File: src/hdl/slcp_pkg.sv
`default_nettype none
// ----------------------------------------------------------------------------
// slcp_pkg: shared types, codes and functions of the serial RGB LED parser
// Holds the input command codes, the operation codes that pass from the
// front end to the back end, the queue entry types and the color helpers.
// ----------------------------------------------------------------------------
package slcp_pkg;

  localparam int LINE_CAP = 12;

  localparam logic [3:0] LINE_OVERFLOW = 4'd13;
  localparam logic [3:0] LINE_FULL     = 4'd12;
  localparam logic [3:0] COLOR_LENGTH  = 4'd9;

  // Input command codes.
  localparam logic [1:0] CMD_CHAR = 2'd0;
  localparam logic [1:0] CMD_EOL  = 2'd1;
  localparam logic [1:0] CMD_TICK = 2'd2;

  // Operation codes from the front end to the back end.
  localparam logic [2:0] OP_NONE    = 3'd0;
  localparam logic [2:0] OP_ERROR   = 3'd1;
  localparam logic [2:0] OP_RAINBOW = 3'd2;
  localparam logic [2:0] OP_COLOR   = 3'd3;
  localparam logic [2:0] OP_TICK    = 3'd4;

  localparam logic [7:0] RAINBOW_TEXT [LINE_CAP] = '{
    8'h23, 8'h46, 8'h55, 8'h4C, 8'h4C, 8'h52,
    8'h41, 8'h49, 8'h4E, 8'h42, 8'h4F, 8'h57
  };

  localparam logic [7:0] CHAR_HASH = 8'h23;
  localparam logic [7:0] CHAR_D    = 8'h44;
  localparam logic [7:0] CHAR_6    = 8'h36;
  localparam logic [7:0] CHAR_8    = 8'h38;

  typedef struct packed {
    logic [7:0] red;
    logic [7:0] green;
    logic [7:0] blue;
  } rgb_t;

  typedef struct packed {
    logic [2:0] kind;
    logic [1:0] led;
    rgb_t       color;
  } op_t;

  typedef struct packed {
    rgb_t d6;
    rgb_t d7;
    rgb_t d8;
    logic format_error;
    logic rainbow_active;
  } result_t;

  function automatic logic is_hex(input logic [7:0] c);
    return (c inside {[8'h30:8'h39], [8'h41:8'h46], [8'h61:8'h66]});
  endfunction

  function automatic logic [3:0] hex_nibble(input logic [7:0] c);
    logic [7:0] v;
    v = 8'd0;
    if (c inside {[8'h30:8'h39]}) begin
      v = c - 8'h30;
    end else if (c inside {[8'h61:8'h66]}) begin
      v = c - 8'h57;
    end else if (c inside {[8'h41:8'h46]}) begin
      v = c - 8'h37;
    end
    return v[3:0];
  endfunction

  // Three-segment color wheel, indexed from the top of the position range.
  function automatic rgb_t wheel_color(input logic [7:0] position);
    logic [7:0] p;
    logic [7:0] q;
    logic [9:0] t;
    rgb_t       c;
    p = 8'd255 - position;
    if (p < 8'd85) begin
      q = p;
    end else if (p < 8'd170) begin
      q = p - 8'd85;
    end else begin
      q = p - 8'd170;
    end
    t = {2'b00, q} * 10'd3;
    if (p < 8'd85) begin
      c.red   = 8'd255 - t[7:0];
      c.green = 8'd0;
      c.blue  = t[7:0];
    end else if (p < 8'd170) begin
      c.red   = 8'd0;
      c.green = t[7:0];
      c.blue  = 8'd255 - t[7:0];
    end else begin
      c.red   = t[7:0];
      c.green = 8'd255 - t[7:0];
      c.blue  = 8'd0;
    end
    return c;
  endfunction

endpackage
`default_nettype wire

File: src/hdl/serial_rgb_led_command_parser.sv
`default_nettype none
// An accepted item is written to the operation queue; the back end then writes its result to
// the result queue, from which it can be popped.
// Throughput: one item per cycle while results are popped; a held receiver fills both queues.
// Reset (synchronous, rst high): both queues empty, line length zero, all LEDs off,
// rainbow mode off and wheel position zero.
// ----------------------------------------------------------------------------
// serial_rgb_led_command_parser: top level of the serial RGB LED parser
// Front end collects and decodes command lines, a two-entry operation queue
// feeds the back end that owns the LED state and the result queue.
// ----------------------------------------------------------------------------
module serial_rgb_led_command_parser (
  input  wire logic       clk,
  input  wire logic       rst,
  input  wire logic       push,
  output logic            full,
  input  wire logic [1:0] cmd,
  input  wire logic [7:0] ch,
  output logic            empty,
  input  wire logic       pop,
  output logic [7:0]      d6_red,
  output logic [7:0]      d6_green,
  output logic [7:0]      d6_blue,
  output logic [7:0]      d7_red,
  output logic [7:0]      d7_green,
  output logic [7:0]      d7_blue,
  output logic [7:0]      d8_red,
  output logic [7:0]      d8_green,
  output logic [7:0]      d8_blue,
  output logic            format_error,
  output logic            rainbow_active
);
  import slcp_pkg::*;

  logic    op_wr;
  op_t     op_in;
  logic    op_valid;
  logic    op_rd;
  op_t     op_head;
  result_t res;

  slcp_front u_front (
    .clk   (clk),
    .rst   (rst),
    .push  (push),
    .full  (full),
    .cmd   (cmd),
    .ch    (ch),
    .op_wr (op_wr),
    .op    (op_in)
  );

  slcp_op_queue u_op_queue (
    .clk   (clk),
    .rst   (rst),
    .wr    (op_wr),
    .wr_op (op_in),
    .rd    (op_rd),
    .full  (full),
    .valid (op_valid),
    .head  (op_head)
  );

  slcp_back u_back (
    .clk      (clk),
    .rst      (rst),
    .op_valid (op_valid),
    .op       (op_head),
    .op_rd    (op_rd),
    .pop      (pop),
    .empty    (empty),
    .head     (res)
  );

  assign d6_red         = res.d6.red;
  assign d6_green       = res.d6.green;
  assign d6_blue        = res.d6.blue;
  assign d7_red         = res.d7.red;
  assign d7_green       = res.d7.green;
  assign d7_blue        = res.d7.blue;
  assign d8_red         = res.d8.red;
  assign d8_green       = res.d8.green;
  assign d8_blue        = res.d8.blue;
  assign format_error   = res.format_error;
  assign rainbow_active = res.rainbow_active;

endmodule
`default_nettype wire

File: src/hdl/slcp_front.sv
`default_nettype none
// ----------------------------------------------------------------------------
// slcp_front: line collection and command classification
// Stores the characters of the current line and, at end of line, decodes the
// whole line in parallel into one operation for the back end; a tick becomes
// a tick operation and any other accepted beat an empty operation.
module slcp_front (
  input  wire logic             clk,
  input  wire logic             rst,
  input  wire logic             push,
  input  wire logic             full,
  input  wire logic [1:0]       cmd,
  input  wire logic [7:0]       ch,
  output logic                  op_wr,
  output slcp_pkg::op_t         op
);
  import slcp_pkg::*;

  logic [7:0] line_store [LINE_CAP];
  logic [3:0] line_length;
  logic       is_rainbow;
  logic       is_color;
  logic [7:0] led_code;

  assign op_wr = push && !full;

  always_comb begin
    is_rainbow = (line_length == LINE_FULL);
    for (int i = 0; i < LINE_CAP; i++) begin
      if (line_store[i] != RAINBOW_TEXT[i]) begin
        is_rainbow = 1'b0;
      end
    end
    is_color = (line_length == COLOR_LENGTH) && (line_store[0] == CHAR_HASH) &&
               (line_store[7] == CHAR_D) &&
               (line_store[8] >= CHAR_6) && (line_store[8] <= CHAR_8);
    for (int i = 1; i <= 6; i++) begin
      if (!is_hex(line_store[i])) begin
        is_color = 1'b0;
      end
    end
  end

  always_comb begin
    led_code       = line_store[8] - CHAR_6;
    op.kind        = OP_NONE;
    op.led         = led_code[1:0];
    op.color.red   = {hex_nibble(line_store[1]), hex_nibble(line_store[2])};
    op.color.green = {hex_nibble(line_store[3]), hex_nibble(line_store[4])};
    op.color.blue  = {hex_nibble(line_store[5]), hex_nibble(line_store[6])};
    case (cmd)
      CMD_EOL: begin
        if (is_rainbow) begin
          op.kind = OP_RAINBOW;
        end else if (is_color) begin
          op.kind = OP_COLOR;
        end else begin
          op.kind = OP_ERROR;
        end
      end
      CMD_TICK: op.kind = OP_TICK;
      default:  op.kind = OP_NONE;
    endcase
  end

  always_ff @(posedge clk) begin
    if (rst) begin
      line_length <= 4'd0;
    end else if (op_wr) begin
      if (cmd == CMD_CHAR) begin
        if (line_length < LINE_FULL) begin
          line_length <= line_length + 4'd1;
        end else begin
          line_length <= LINE_OVERFLOW;
        end
      end else if (cmd == CMD_EOL) begin
        line_length <= 4'd0;
      end
    end
  end

  always_ff @(posedge clk) begin
    if (op_wr && (cmd == CMD_CHAR) && (line_length < LINE_FULL)) begin
      line_store[line_length] <= ch;
    end
  end

endmodule
`default_nettype wire

File: src/hdl/slcp_op_queue.sv
`default_nettype none
// ----------------------------------------------------------------------------
// slcp_op_queue: two-entry queue of decoded operations
// Decouples the line front end from the LED back end.
// ----------------------------------------------------------------------------
module slcp_op_queue (
  input  wire logic          clk,
  input  wire logic          rst,
  input  wire logic          wr,
  input  wire slcp_pkg::op_t wr_op,
  input  wire logic          rd,
  output logic               full,
  output logic               valid,
  output slcp_pkg::op_t      head
);
  import slcp_pkg::*;

  op_t        mem [2];
  logic       wr_ptr;
  logic       rd_ptr;
  logic [1:0] count;

  assign full  = (count == 2'd2);
  assign valid = (count != 2'd0);
  assign head  = mem[rd_ptr];

  always_ff @(posedge clk) begin
    if (rst) begin
      wr_ptr <= 1'b0;
      rd_ptr <= 1'b0;
      count  <= 2'd0;
    end else begin
      if (wr) begin
        wr_ptr <= !wr_ptr;
      end
      if (rd) begin
        rd_ptr <= !rd_ptr;
      end
      if (wr && !rd) begin
        count <= count + 2'd1;
      end else if (rd && !wr) begin
        count <= count - 2'd1;
      end
    end
  end

  always_ff @(posedge clk) begin
    if (wr) begin
      mem[wr_ptr] <= wr_op;
    end
  end

endmodule
`default_nettype wire

File: src/hdl/slcp_back.sv
`default_nettype none
// ----------------------------------------------------------------------------
// slcp_back: LED state and result queue
// Carries out one operation per cycle, while the result queue has room, on the
// LED colors, the rainbow mode and the wheel position, and queues the state
// after each beat as a result.
module slcp_back (
  input  wire logic          clk,
  input  wire logic          rst,
  input  wire logic          op_valid,
  input  wire slcp_pkg::op_t op,
  output logic               op_rd,
  input  wire logic          pop,
  output logic               empty,
  output slcp_pkg::result_t  head
);
  import slcp_pkg::*;

  rgb_t       leds [3];
  logic       rainbow;
  logic [7:0] wheel;

  rgb_t       leds_next [3];
  logic       rainbow_next;
  logic [7:0] wheel_next;
  logic       err_next;
  rgb_t       wheel_rgb;
  result_t    res_next;

  result_t    rq [2];
  logic       wr_ptr;
  logic       rd_ptr;
  logic [1:0] count;
  logic       res_pop;

  assign empty   = (count == 2'd0);
  assign res_pop = pop && !empty;
  assign op_rd   = op_valid && ((count != 2'd2) || res_pop);
  assign head    = rq[rd_ptr];
  assign wheel_rgb = wheel_color(wheel);

  always_comb begin
    for (int i = 0; i < 3; i++) begin
      leds_next[i] = leds[i];
    end
    rainbow_next = rainbow;
    wheel_next   = wheel;
    err_next     = 1'b0;
    case (op.kind)
      OP_ERROR:   err_next = 1'b1;
      OP_RAINBOW: rainbow_next = 1'b1;
      OP_COLOR: begin
        rainbow_next = 1'b0;
        for (int i = 0; i < 3; i++) begin
          if (op.led == 2'(i)) begin
            leds_next[i] = op.color;
          end
        end
      end
      OP_TICK: begin
        if (rainbow) begin
          for (int i = 0; i < 3; i++) begin
            leds_next[i] = wheel_rgb;
          end
          wheel_next = wheel + 8'd1;
        end
      end
      default: ;
    endcase
    res_next.d6             = leds_next[0];
    res_next.d7             = leds_next[1];
    res_next.d8             = leds_next[2];
    res_next.format_error   = err_next;
    res_next.rainbow_active = rainbow_next;
  end

  always_ff @(posedge clk) begin
    if (rst) begin
      for (int i = 0; i < 3; i++) begin
        leds[i] <= '0;
      end
      rainbow <= 1'b0;
      wheel   <= 8'd0;
      wr_ptr  <= 1'b0;
      rd_ptr  <= 1'b0;
      count   <= 2'd0;
    end else begin
      if (op_rd) begin
        for (int i = 0; i < 3; i++) begin
          leds[i] <= leds_next[i];
        end
        rainbow <= rainbow_next;
        wheel   <= wheel_next;
        wr_ptr  <= !wr_ptr;
      end
      if (res_pop) begin
        rd_ptr <= !rd_ptr;
      end
      if (op_rd && !res_pop) begin
        count <= count + 2'd1;
      end else if (res_pop && !op_rd) begin
        count <= count - 2'd1;
      end
    end
  end

  always_ff @(posedge clk) begin
    if (op_rd) begin
      rq[wr_ptr] <= res_next;
    end
  end

endmodule
`default_nettype wire

File: config.mk
export PLATFORM = sky130hd
export DESIGN_NAME = serial_rgb_led_command_parser
export DESIGN_NICKNAME = d
export VERILOG_FILES = /design/src/hdl/slcp_pkg.sv /design/src/hdl/serial_rgb_led_command_parser.sv /design/src/hdl/slcp_front.sv /design/src/hdl/slcp_op_queue.sv /design/src/hdl/slcp_back.sv
export SDC_FILE = /design/constraint.sdc
export NUM_CORES = 1
export LEC_CHECK = 0
export ABC_AREA = 0
export BUFFER_PORTS_ARGS = -buffer_cell sky130_fd_sc_hd__buf_2
export CORE_ASPECT_RATIO = 0.8
export CORE_MARGIN = 10
export CORE_UTILIZATION = 29
export DETAILED_ROUTE_END_ITERATION = 8
export GPL_TIMING_DRIVEN = 0
export MAX_ROUTING_LAYER = met4
export SLEW_MARGIN = 10
export SYNTH_ARGS = -nofsm -noshare
export SYNTH_HDL_FRONTEND = slang
export SYNTH_HIERARCHICAL = 1
export SYNTH_SLANG_ARGS = --single-unit
File: constraint.sdc
create_clock -name clk -period 5.9 [get_ports clk]
set_input_delay 0 -clock clk [delete_from_list [all_inputs] [get_ports clk]]
set_output_delay 0 -clock clk [all_outputs]
set_load 0.02 [all_outputs]
# Word level (Yosys, flattened, before mapping)

Memories as Yosys holds them, arrays and structs flattened. A register that Yosys moved wholly into a read port is not among the register bits.
Index checks and enable logic that the tools add are counted.

Bits in registers: 21
Memory bits (writable): 374
Bits of input ports: 14
Memories: 4

Memory list:

| memory             | words | bits a word | rd ports | clocked after Yosys merged registers in | write ports | RTL line            | source |
|---|---|---|---|---|---|---|---|
| u_back.rq          | 2     | 74          | 1        | 1                                       | 1           | slcp_back.sv:30     | `result_t rq [2];` |
| u_front.line_store | 12    | 8           | 12       | 0                                       | 1           | slcp_front.sv:19    | `logic [7:0] line_store [LINE_CAP];` |
| u_back.leds        | 3     | 24          | 3        | 0                                       | 3           | slcp_back.sv:19     | `rgb_t leds [3];` |
| u_op_queue.mem     | 2     | 29          | 1        | 1                                       | 1           | slcp_op_queue.sv:18 | `op_t mem [2];` |

Add/subtract/negate cells: 29
Multipliers: 1
$lt $le $gt $ge: 41
Eq/ne operators: 26
Multiplexer cells: 74
Bitwise logic cells: 3
Reduce and logical (&&, ||, !) cells: 56

Operators by type and width:

| operator            | count |
|---|---|
| $mux 24             | 8 |
| $pmux 72 s2         | 1 |
| $ge 8x7->1 const B  | 12 |
| $le 8x7->1 const B  | 12 |
| $ne 8x7->1 const B  | 11 |
| $mux 4              | 21 |
| $mux 72             | 1 |
| $ge 8x6->1 const B  | 7 |
| $le 8x6->1 const B  | 7 |
| $sub 4x3->4 const B | 12 |
| $mux 1              | 33 |
| $logic_and 1x1->1   | 31 |
| $sub 4x1->4 const B | 6 |
| $reduce_bool 3->1   | 6 |
| $mux 8              | 2 |
| $sub 8x8->8 const A | 2 |
| $mux 2              | 5 |
| $logic_not 1->1     | 9 |
| $add 8x1->8 const B | 1 |
| $eq 4x4->1 const B  | 2 |
| $eq 8x6->1 const B  | 1 |
| $eq 8x7->1 const B  | 1 |
| $lt 8x7->1 const B  | 1 |
| $lt 8x8->1 const B  | 1 |
| 24 further kinds    | 37 |

# Depth between registers and ports, before layout

Gate-level depths: netlist of run 1.
An unclocked memory read counts as a cell.

Depth after elaboration: 16
Mapped depth: 17
Mapped depth without buffers: 15

# By module

Netlist of run 1, hierarchy kept.

Modules (own cells, without submodules):

| module        | instances | cells each | area each (µm²) | seq. area each (µm²) |
|---|---|---|---|---|
| slcp_back     | 1         | 913        | 11322.1         | 6886.6 |
| slcp_front    | 1         | 319        | 4574.4          | 2962.8 |
| slcp_op_queue | 1         | 112        | 2302.2          | 1841.8 |

# Worst setup path before layout of run 1

Ideal clock, no wire load.

Path kind: flip-flop to flip-flop
From: register u_op_queue.count[0]
To: memory u_back/rq[0][0] (netlist bit) (enable)
Setup time: 0.507 ns
Data arrival time: 3.738 ns
Setup slack: 1.655 ns
Cell stages (with the launch flop): 4
Path buffers: 0
Clock period less this slack: 4.245 ns
Cell sequence: dfxtp_1 -> or2_2 -> o31ai_2 -> nor2_1

Longest elaborated chain between the ends: 4

RTL lines:

| element                      | RTL line                            | source |
|---|---|---|
| from (decl)                  | slcp_op_queue.sv:21                 | `logic [1:0] count;` |
| from (signal assigned)       | slcp_op_queue.sv:40                 | `count <= count + 2'd1;` |
| from (signal assigned)       | slcp_op_queue.sv:42                 | `count <= count - 2'd1;` |
| $reduce_bool 2->1            | slcp_op_queue.sv:24                 | `assign valid = (count != 2'd0);` |
| via op_valid                 | serial_rgb_led_command_parser.sv:37 | `logic op_valid;` |
| $logic_and 1x1->1            | slcp_back.sv:38                     | `assign op_rd = op_valid && ((count != 2'd2) \|\| res_pop);` |
| $mux 1                       | slcp_back.sv:108                    | `if (op_rd) begin` |
| $mux 1 (not written as such) | slcp_back.sv:109                    | `rq[wr_ptr] <= res_next;` |
| to (decl)                    | slcp_back.sv:30                     |  |

The timed path passes the listed nets, and every way through them passes these cells.

==> results.toml, run 1 <==
[pwr]
p_leak_nw = 7.58
ir_worst_vdd_v = 0.000200
powerDensity_mw_per_mm2 = 461

[cts]
cts_buffer_depth = 3
clk_pin_slew_worst_paths_ns = 0.06
htree_levels = 2
clock-sinks = 397
cts_tree = "done"
cts_buffers = 40
clk_latency_ns = 0.55
root_buffer = "clkbuf_16"

[setup_path]
r2r-end = "u_back/rq[0][25]$_DFFE_PP_"
ff2ff_setup_slack_ns = 0.88
start_kind = "flop"
reg2reg_from = "u_back/wheel[1]$_SDFFE_PP0P_"
cp.required_ns = 6.14
critPathMaxFanout = 12
path_class = "reg -> reg"
critPathCaptureType = "flop"
reg2reg_depth = 14
arrival_ns = 5.26

[min_path]
min_path_type = "in -> reg"
min-delay-start = "push"
whs_path_depth = 5
hold_path_end = "u_front/line_length[1]$_SDFFE_PP0P_"

[layout]
drive_above_1_share_pct = 21.2
area_growth_pct = 16.7
fillers = 6105
n_antenna_cell = 0
layout.nets = 1550
final_util_pct = 34.0

[global_route]
antenna_found_initial = 0
overflow = 0
grt_pass1_vias = 11800
grtUsageTotal_pct = 13.1
grt_max_degree = 57
grt_pass1_wl_um = 72900

[outcome]
status = "completed"

[place]
port_buffers = 89
place_congestion = 0.930
dpl.hpwl_um = 34200

[sta]
setup_viol = 0
tightest_slew_ns = 1.20
finalMaxSlewViolations = 0
rsz0062_at_grt = "no"
hold_viol_final = 0
fin_skew_ns = 0.0259
finalCriticalPeriod_ns = 5.02
whs_ns = 0.267
fmax_mhz = 199
post-route-period-util_pct = 85.1
slew_headroom_pct = 19.3

[logic_synthesis]
synthArstFlopShare_pct = 0
synth_flop_cell = "edfxtp_1"
synth-seq-cells = 397
netlist_area_mm2 = 0.0182
netlist_top_cells_area = "edfxtp_1 (62%), mux2_2 (6.7%), ha_1 (3.0%), dfxtp_1 (2.5%), nand2_1 (2.3%)"
synth.avg_cell_area_um2 = 13.5
syn_nets = 1402
yosysTopAreaCell = "edfxtp_1"
synth-edff-count = 374
synthDistinctLibCells = 89
synth_common_cells = "edfxtp_1 (374), nand2_1 (110), mux2_2 (109)"
synth_cells = 1344
synth.most_common_cell = "edfxtp_1"
netlist.area_leader.share_pct = 61.7
ys_warn_count = 6
seq_area_frac_synth_pct = 64.2

[floorplan]
die_w_um = 300
rows = 82
die_y_um = 244
io_pins = 90
fp.dieArea_mm2 = 0.0732
coreArea_mm2 = 0.0624
initial_core_util_pct = 29.2

[drt]
drt_first_pass_iters = 5
drt_iter0_markers = 967
ant_nets = 0
avgViaCountPerCell = 5.01
via_count = 11800
wl_per_cell_um = 20.4
wl_um = 48200
route.detailed.drc = 0

[run]
max_cap_violations = 0
[critical path: stages, from the launching register on]
cell and delay [ns]:
dfxtp_1 0.67, ha_1 0.44, o211ai_4 0.14, a21oi_2 0.48, nor2_2 0.18, xnor2_1 0.17, ha_1 0.24, fa_1 0.46
a211oi_1 0.29, or2_1 0.22, o2bb2ai_1 0.36, nand3b_1 0.31, a21oi_1 0.10, a31oi_1 0.41, a21oi_1 0.25
[cells by family after synthesis]
group	share of synthesized area, %
flops	64.2
simple gates	11.2
compound gates	10.9
mux	7.07
buf+inv	2.28
fa+ha+maj	3.07
xor+xnor	1.23
[cell type report]
type	instances	area [µm²]	area share (%)
Timing Repair Buffer	106	673	3.17
Tap cell	840	1050	4.95
Inverter	41	154	0.725
Buffer	56	260	1.23
Sequential cell	397	11700	55.1
Clock buffer	52	1080	5.07
Clock inverter	21	203	0.955
Multi-Input combinational cell	850	6120	28.8
[how the worst max path moves through the flow]
stage / end / from / cells past startpoint / slack [ns]
after detailed placement: u_back/rq[0][49]$_DFFE_PP_ / u_back/wheel[1]$_SDFFE_PP0P_ / 14 / 0.96
after global routing: u_back/rq[0][49]$_DFFE_PP_ / u_back/wheel[1]$_SDFFE_PP0P_ / 14 / 0.51
after floorplan: u_back/rq[0][0]$_DFFE_PP_ / u_op_queue/count[0]$_SDFFE_PP0P_ / 3 / 1.65
final: u_back/rq[0][25]$_DFFE_PP_ / u_back/wheel[1]$_SDFFE_PP0P_ / 14 / 0.88
after global placement: u_back/rq[1][61]$_DFFE_PP_ / u_op_queue/count[0]$_SDFFE_PP0P_ / 3 / -0.46
after CTS: u_back/rq[0][49]$_DFFE_PP_ / u_back/wheel[1]$_SDFFE_PP0P_ / 14 / 0.95
[layer usage]
metal	vias up	global-route usage [%]	wire length [µm]
li1	5465	-	-
met1	5884	18.0	22100
met2	427	19.6	21600
met3	73	2.68	3550
met4	0	3.13	1030
met5	-	-	0
[stage by stage]
| step | power [mW] | cells | instance area (µm²) | worst slack (ns) | setup TNS [ns] |
|---|---|---|---|---|---|
| floorplan | 6.18 | 1344 | 18200 | 1.65 | 0 |
| global placement | 7.31 | 2273 | 19700 | -0.460 | -65.54 |
| detailed placement | 7.38 | 2278 | 19800 | 0.963 | 0 |
| CTS | 9.92 | 2363 | 21200 | 0.946 | 0 |
| global route | 10.3 | 2363 | 21200 | 0.511 | 0 |
| finish | 9.79 | 2363 | 21200 | 0.877 | 0 |
[flip-flops by register name (all words and copies together) (netlist names), named ones only]
signal and count:
u_back/rainbow 1, u_back/wheel 8, u_front/line_store 96, u_back/rd_ptr 1, u_op_queue/rd_ptr 1, u_back/leds 72
u_front/line_length 4, u_back/rq 148, u_op_queue/mem 58, u_back/count 2, u_op_queue/count 2, u_op_queue/wr_ptr 1
u_back/wr_ptr 1
[repair_timing]
item,in CTS,in global routing
setup buffers,0,0
gates resized for setup,0,0
hold buffers,12,0
hold endpoints to repair,109,0
[power breakdown]
| group | internal (mW) | leakage (nW) | switching (mW) |
|---|---|---|---|
| logic | 1.02 | 3.16 | 2.03 |
| clock network | 1.43 | 0.623 | 1.07 |
| registers | 4.07 | 3.79 | 0.176 |
[placed cells by master (no fill, tap or decap), types with 12 or more instances in the layout]
master and count:
nand4_1 12, dfxtp_1 23, xnor2_1 14, a21oi_1 43, a31oi_1 41, and2_1 45, mux2_2 109, o21ai_0 61
a221o_1 21, dlygate4sd3_1 12, buf_2 99, inv_1 41, nor3_1 15, edfxtp_1 374, nor2_1 63, clkbuf_16 41
nand2_1 110, nand3_1 50, ha_1 43, clkbuf_1 46
(Power assumes the default switching activity.)
==> run 2, diff against run 1 <==
==> constraint.sdc (replaced) <==
create_clock -name clk -period 5.9 [get_ports clk]
set_input_delay 1.18 -clock clk [delete_from_list [all_inputs] [get_ports clk]]
set_output_delay 1.18 -clock clk [all_outputs]
set_load 0.02 [all_outputs]
==> run 2 against run 1 <==
Net effect:
- utilization decreased by 0.19 points
- critical path type unchanged
- die area unchanged
- first-iteration DRC count increased by 13%
- largest power group unchanged
- cell count down 0.51%
- power about the same
- wire length is 0.41% lower
- flip-flop and latch count unchanged
==> results.toml, run 2 (synthesis results as in run 1) <==
[setup_path]
path_class = "reg -> reg"
critPathMaxFanout = 12
arrival_ns = 5.32
cp.required_ns = 6.14
critPathCaptureType = "flop"
start_kind = "flop"

[layout]
area_growth_pct = 16.0
n_antenna_cell = 0
layout.nets = 1538
fin_cells = 2351
fillers = 6118
final_cell_mix = "edfxtp_1 (374), nand2_1 (110), mux2_2 (109)"
drive_above_1_share_pct = 21.4
largest-register = "u_back/rq"
largest_registers = "u_back/rq x148, u_front/line_store x96, u_back/leds x72"
largest_register_ffs = 148
final_common_cell = "edfxtp_1"

[drt]
highest_layer = "met4"
route.detailed.drc = 0
via_count = 11900
drt_iter0_markers = 1093
wl_met2_um = 21500
wl_per_cell_um = 20.4
met1_length_um = 22100
ant_nets = 0
avgViaCountPerCell = 5.04
wl_um = 48100
drt_first_pass_iters = 6
dr_wl_met3_um = 3540

[place]
place_congestion = 0.930
dpl.hpwl_um = 34200
port_buffers = 89
placed_cells = 2278

[run]
max_cap_violations = 0

[sta]
tns_ns = 0
fin_skew_ns = 0.0258
rsz0062_at_grt = "no"
whs_ns = 0.498
hold_viol_final = 0
setup_viol = 0
post-route-period-util_pct = 86.0
tightest_slew_ns = 1.19
fmax_mhz = 197
slew_headroom_pct = 20.5
finalMaxSlewViolations = 0
finalCriticalPeriod_ns = 5.08

[floorplan]
io_pins = 90
initial_core_util_pct = 29.2
die_y_um = 244
coreArea_mm2 = 0.0624
die_w_um = 300
rows = 82
fp.dieArea_mm2 = 0.0732

[cts]
post_cts_buffers = 0
root_buffer = "clkbuf_16"
clock-sinks = 397
cts_buffers = 40
clk_pin_slew_worst_paths_ns = 0.07
holdBufCountCts = 0
cts_buffer_depth = 3
clk_latency_ns = 0.55
cts_tree = "done"
cts_repair_resize_count = 0
htree_levels = 2

[min_path]
min_path_type = "reg -> reg"

[global_route]
grtUsageTotal_pct = 13.1
antenna_found_initial = 0
overflow = 0
grt_pass1_wl_um = 72500
grt_max_degree = 57
grt_pass1_vias = 11700

[pwr]
powerDensity_mw_per_mm2 = 464
p_int_mw = 6.51
p_leak_nw = 7.53
pwr-share-clk_pct = 25.6
sequentialPowerShare_pct = 43.4
pwr-share-comb_pct = 31.0
switching_power_mw = 3.27
swShare_pct = 33.5
ir_worst_vdd_v = 0.000200

[outcome]
status = "completed"
-- run 2: cell count changes in the layout (fill, tap and decap cells not counted) --
cell           change
dlygate4sd3_1     -12
-- run 2: stage by stage --
step                      utilization [%]  total power [mW]  setup slack (ns)  area (µm²)
after detailed placement             31.8              7.38             0.963       19800
after CTS                            33.8              9.91             0.946       21100
after floorplan                         -              6.18             0.976       18200
final                                33.8              9.79             0.824       21100
after global routing                 33.8              10.3             0.511       21100
after global placement               31.6              7.31             -1.22       19700
-- run 2: final timing paths --
path | startpoint | to | slack (ns) | cells past startpoint
max reg2reg | u_back/wheel[1]$_SDFFE_PP0P_ | u_back/rq[0][49]$_DFFE_PP_ | 0.82 | 14
max | u_back/wheel[1]$_SDFFE_PP0P_ | u_back/rq[0][49]$_DFFE_PP_ | 0.82 | 14
min | u_op_queue/count[1]$_SDFFE_PP0P_ | u_op_queue/count[1]$_SDFFE_PP0P_ | 0.50 | 2
min reg2reg | u_op_queue/count[1]$_SDFFE_PP0P_ | u_op_queue/count[1]$_SDFFE_PP0P_ | 0.50 | 2
-- run 2: final cells by class --
class / instances / area, µm² / share of cell area [%]
flip-flops and latches: 397 / 11700 / 55.4
multi-input cells: 850 / 6120 / 29.0
clock buffers: 52 / 1080 / 5.10
well taps: 840 / 1050 / 4.98
repair buffers: 94 / 553 / 2.62
plain buffers: 56 / 260 / 1.23
clock inverters: 21 / 203 / 0.960
inverters: 41 / 154 / 0.729
-- run 2: per-layer routing --
layer / up-vias / track usage, %
li1: 5447 / -
met1: 5875 / 17.9
met2: 470 / 19.5
met3: 60 / 2.74
met4: 0 / 3.13
met5: - / -
-- run 2: critical path, stage by stage (launching register included) --
cell,delay [ns]
dfxtp_1,0.68
ha_1,0.45
o211ai_4,0.14
a21oi_2,0.50
nor2_2,0.18
xnor2_1,0.17
ha_1,0.25
fa_1,0.46
a211oi_1,0.29
or2_1,0.22
o2bb2ai_1,0.36
nand3b_1,0.31
a21oi_1,0.10
a31oi_1,0.42
o21ai_0,0.25
-- run 2: power by group through the flow --
stage	logic, mW	registers, mW	clock network [mW]
after floorplan	1.90	4.28	0
after global placement	2.96	4.35	0
after detailed placement	3.07	4.30	0
after CTS	3.09	4.25	2.57
after global routing	3.28	4.31	2.68
final	3.04	4.24	2.51
==> run 3, diff against run 2 <==
--- a/config.mk
+++ b/config.mk
@@ -5,14 +5,14 @@
 export SDC_FILE = /design/constraint.sdc
 export NUM_CORES = 1
 export LEC_CHECK = 0
-export ABC_AREA = 0
+export ABC_AREA = 1
 export BUFFER_PORTS_ARGS = -buffer_cell sky130_fd_sc_hd__buf_2
 export CORE_ASPECT_RATIO = 0.8
 export CORE_MARGIN = 10
 export CORE_UTILIZATION = 29
 export DETAILED_ROUTE_END_ITERATION = 8
-export GPL_TIMING_DRIVEN = 0
 export MAX_ROUTING_LAYER = met4
+export SKIP_CTS_REPAIR_TIMING = 1
 export SLEW_MARGIN = 10
 export SYNTH_ARGS = -nofsm -noshare
 export SYNTH_HDL_FRONTEND = slang
==> run 3 against run 2 <==
Net effect:
- sequential share of layout area shrank 0.075 points
- utilization decreased by 0.27 points
- flip-flop and latch count is the same
- clock-buffer cell count decreased by 4
- register-to-register slack improved by 0.73 ns
- non-clock buffer count down 42
- synthesized area rose by 1.9%
- global-route usage shrank 0.34 points
- worst setup slack better by 0.73 ns
- hold slack got worse by 0.043 ns
- final area rose by 0.18%
==> results.toml, run 3 <==
[outcome]
status = "completed"

[setup_path]
start_kind = "flop"
arrival_ns = 4.61
reg2reg_depth = 22
critPathCaptureType = "flop"
reg2reg_from = "u_back/wheel[1]$_SDFFE_PP0P_"
r2r-end = "u_back/leds[0][54]$_SDFFCE_PN0P_"
ff2ff_setup_slack_ns = 1.56
cp.required_ns = 6.17
path_class = "reg -> reg"
critPathMaxFanout = 22

[pwr]
switching_power_mw = 3.70
swShare_pct = 36.3
pwr-share-clk_pct = 23.4
powerDensity_mw_per_mm2 = 482
sequentialPowerShare_pct = 43.8
pwr-share-comb_pct = 32.8
p_leak_nw = 7.92
ir_worst_vdd_v = 0.000194
p_int_mw = 6.50

[global_route]
grt_max_degree = 89
grt_pass1_wl_um = 72100
overflow = 0
grt_pass1_vias = 12200
antenna_found_initial = 1
grtUsageTotal_pct = 12.7

[logic_synthesis]
netlist_top_cells_area = "edfxtp_1 (61%), mux2_2 (5.6%), nand2_1 (5.4%), inv_1 (3.0%), ha_1 (2.9%)"
ys_warn_count = 6
yosysTopAreaCell = "edfxtp_1"
synthArstFlopShare_pct = 0
synth_common_cells = "edfxtp_1 (374), nand2_1 (265), inv_1 (147)"
synth-seq-cells = 397
netlist.area_leader.share_pct = 60.6
synthDistinctLibCells = 49
seq_area_frac_synth_pct = 63.1
synth.avg_cell_area_um2 = 11.7
synth_flop_cell = "edfxtp_1"
synth_cells = 1585
netlist_area_mm2 = 0.0185
synth.most_common_cell = "edfxtp_1"
synth-edff-count = 374
syn_nets = 1643

[sta]
hold_viol_final = 0
post-route-period-util_pct = 73.6
tightest_slew_ns = 1.29
fmax_mhz = 230
whs_ns = 0.455
finalCriticalPeriod_ns = 4.34
finalMaxSlewViolations = 0
fin_skew_ns = 0.0341
rsz0062_at_grt = "no"
tns_ns = 0
setup_viol = 0
slew_headroom_pct = 14.0

[drt]
route.detailed.drc = 0
drt_iter0_markers = 1120
avgViaCountPerCell = 4.89
wl_per_cell_um = 18.7
via_count = 12500
drt_first_pass_iters = 6
wl_um = 47600
ant_nets = 0

[min_path]
whs_path_depth = 1
min-delay-start = "u_back/rd_ptr$_SDFFE_PP0P_"
min_path_type = "reg -> reg"

[layout]
largest_register_ffs = 148
largest_registers = "u_back/rq x148, u_front/line_store x96, u_back/leds x72"
drive_above_1_share_pct = 18.4
final_cell_mix = "edfxtp_1 (374), nand2_1 (264), inv_1 (146)"
largest-register = "u_back/rq"
seqCellArea_mm2 = 0.0117
layout.nets = 1737
area_growth_pct = 14.1
n_antenna_cell = 0
final_common_cell = "edfxtp_1"
multi_input_area_mm2 = 0.00602
final_util_pct = 33.6
fillers = 6260

[cts]
root_buffer = "clkbuf_16"
clk_latency_ns = 0.56
cts_buffer_depth = 3
cts_buffers = 39
clock-sinks = 397
htree_levels = 2
cts_tree = "done"
clk_pin_slew_worst_paths_ns = 0.06

[floorplan]
io_pins = 90
die_y_um = 246
coreArea_mm2 = 0.0630
die_w_um = 303
fp.dieArea_mm2 = 0.0745
rows = 82
initial_core_util_pct = 29.4

[place]
dpl.hpwl_um = 32300
port_buffers = 89
place_congestion = 0.849

[run]
max_cap_violations = 0
==> run 3: cell type report <==
| cell class | instances | area share [%] |
|---|---|---|
| clock inverter | 19 | 0.757 |
| tap | 840 | 4.97 |
| inverter | 160 | 2.84 |
| multi-input combinational | 973 | 28.5 |
| timing repair buffer | 108 | 2.78 |
| clock buffer | 48 | 4.87 |
| sequential | 397 | 55.3 |
==> run 3: how the worst max path moves through the flow <==
stage | cells after the start | startpoint | to
2_1_floorplan | 4 | pop | u_back/rq[1][0]$_DFFE_PP_
3_3_place_gp | 21 | u_back/wheel[1]$_SDFFE_PP0P_ | u_back/leds[0][14]$_SDFFCE_PN0P_
3_5_place_dp | 22 | u_back/wheel[1]$_SDFFE_PP0P_ | u_back/rq[0][8]$_DFFE_PP_
4_1_cts | 22 | u_back/wheel[1]$_SDFFE_PP0P_ | u_back/rq[0][8]$_DFFE_PP_
5_1_grt | 21 | u_back/wheel[1]$_SDFFE_PP0P_ | u_back/leds[0][14]$_SDFFCE_PN0P_
6_report | 22 | u_back/wheel[1]$_SDFFE_PP0P_ | u_back/leds[0][54]$_SDFFCE_PN0P_
==> run 3: logic make-up (layout without fill, tap and decap cells) <==
logic type | after synthesis | count (layout) | share of synthesized area [%]
AO/OA/AOI/OAI | 310 | 310 | 10.4
XOR/XNOR | 10 | 10 | 0.472
adder cells (fa/ha/maj) | 44 | 44 | 3.01
buffers and inverters | 215 | 335 | 4.61
flip-flops | 397 | 397 | 63.1
multiplexers | 103 | 103 | 6.46
AND/OR/NAND/NOR | 506 | 506 | 12.0
==> run 3: critical path: stages (launching register included) <==
cell      delay (ns)
dfxtp_1         0.39
ha_1            0.24
o21ai_0         0.22
nand3_1         0.10
nand2_1         0.07
buf_4           0.25
inv_2           0.11
nor2_1          0.31
nand3_1         0.11
o21ai_0         0.11
xor2_1          0.23
ha_1            0.33
a21oi_1         0.16
nand2_1         0.08
nand2_1         0.11
nand2_1         0.06
a21oi_1         0.16
xor2_1          0.29
nand2_1         0.14
nand2_1         0.14
nand2_1         0.13
o211ai_1        0.19
a21oi_1         0.10
==> run 3: per-layer routing <==
metal  vias up  GRT usage, %  wire length [µm]
li1       5872             -                 -
met1      6063          17.0             21400
met2       432          19.2             21400
met3        87          2.90              3650
met4         0          3.52              1200
met5         -             -                 0
==> run 3: stage by stage <==
step	power, mW	setup WS [ns]	cells	cell area, µm²
2_1_floorplan	6.65	0.850	1585	18500
3_3_place_gp	7.82	1.72	2478	20000
3_5_place_dp	7.90	1.65	2478	20000
4_1_cts	10.3	1.61	2545	21100
5_1_grt	10.8	1.10	2545	21200
6_report	10.2	1.56	2545	21200
==> run 3: power by group through the flow <==
stage / clock network (mW) / logic [mW] / registers, mW
floorplan: 0 / 2.19 / 4.45
detailed placement: 0 / 3.38 / 4.53
global placement: 0 / 3.32 / 4.50
finish: 2.39 / 3.34 / 4.47
global route: 2.57 / 3.63 / 4.55
CTS: 2.44 / 3.39 / 4.48
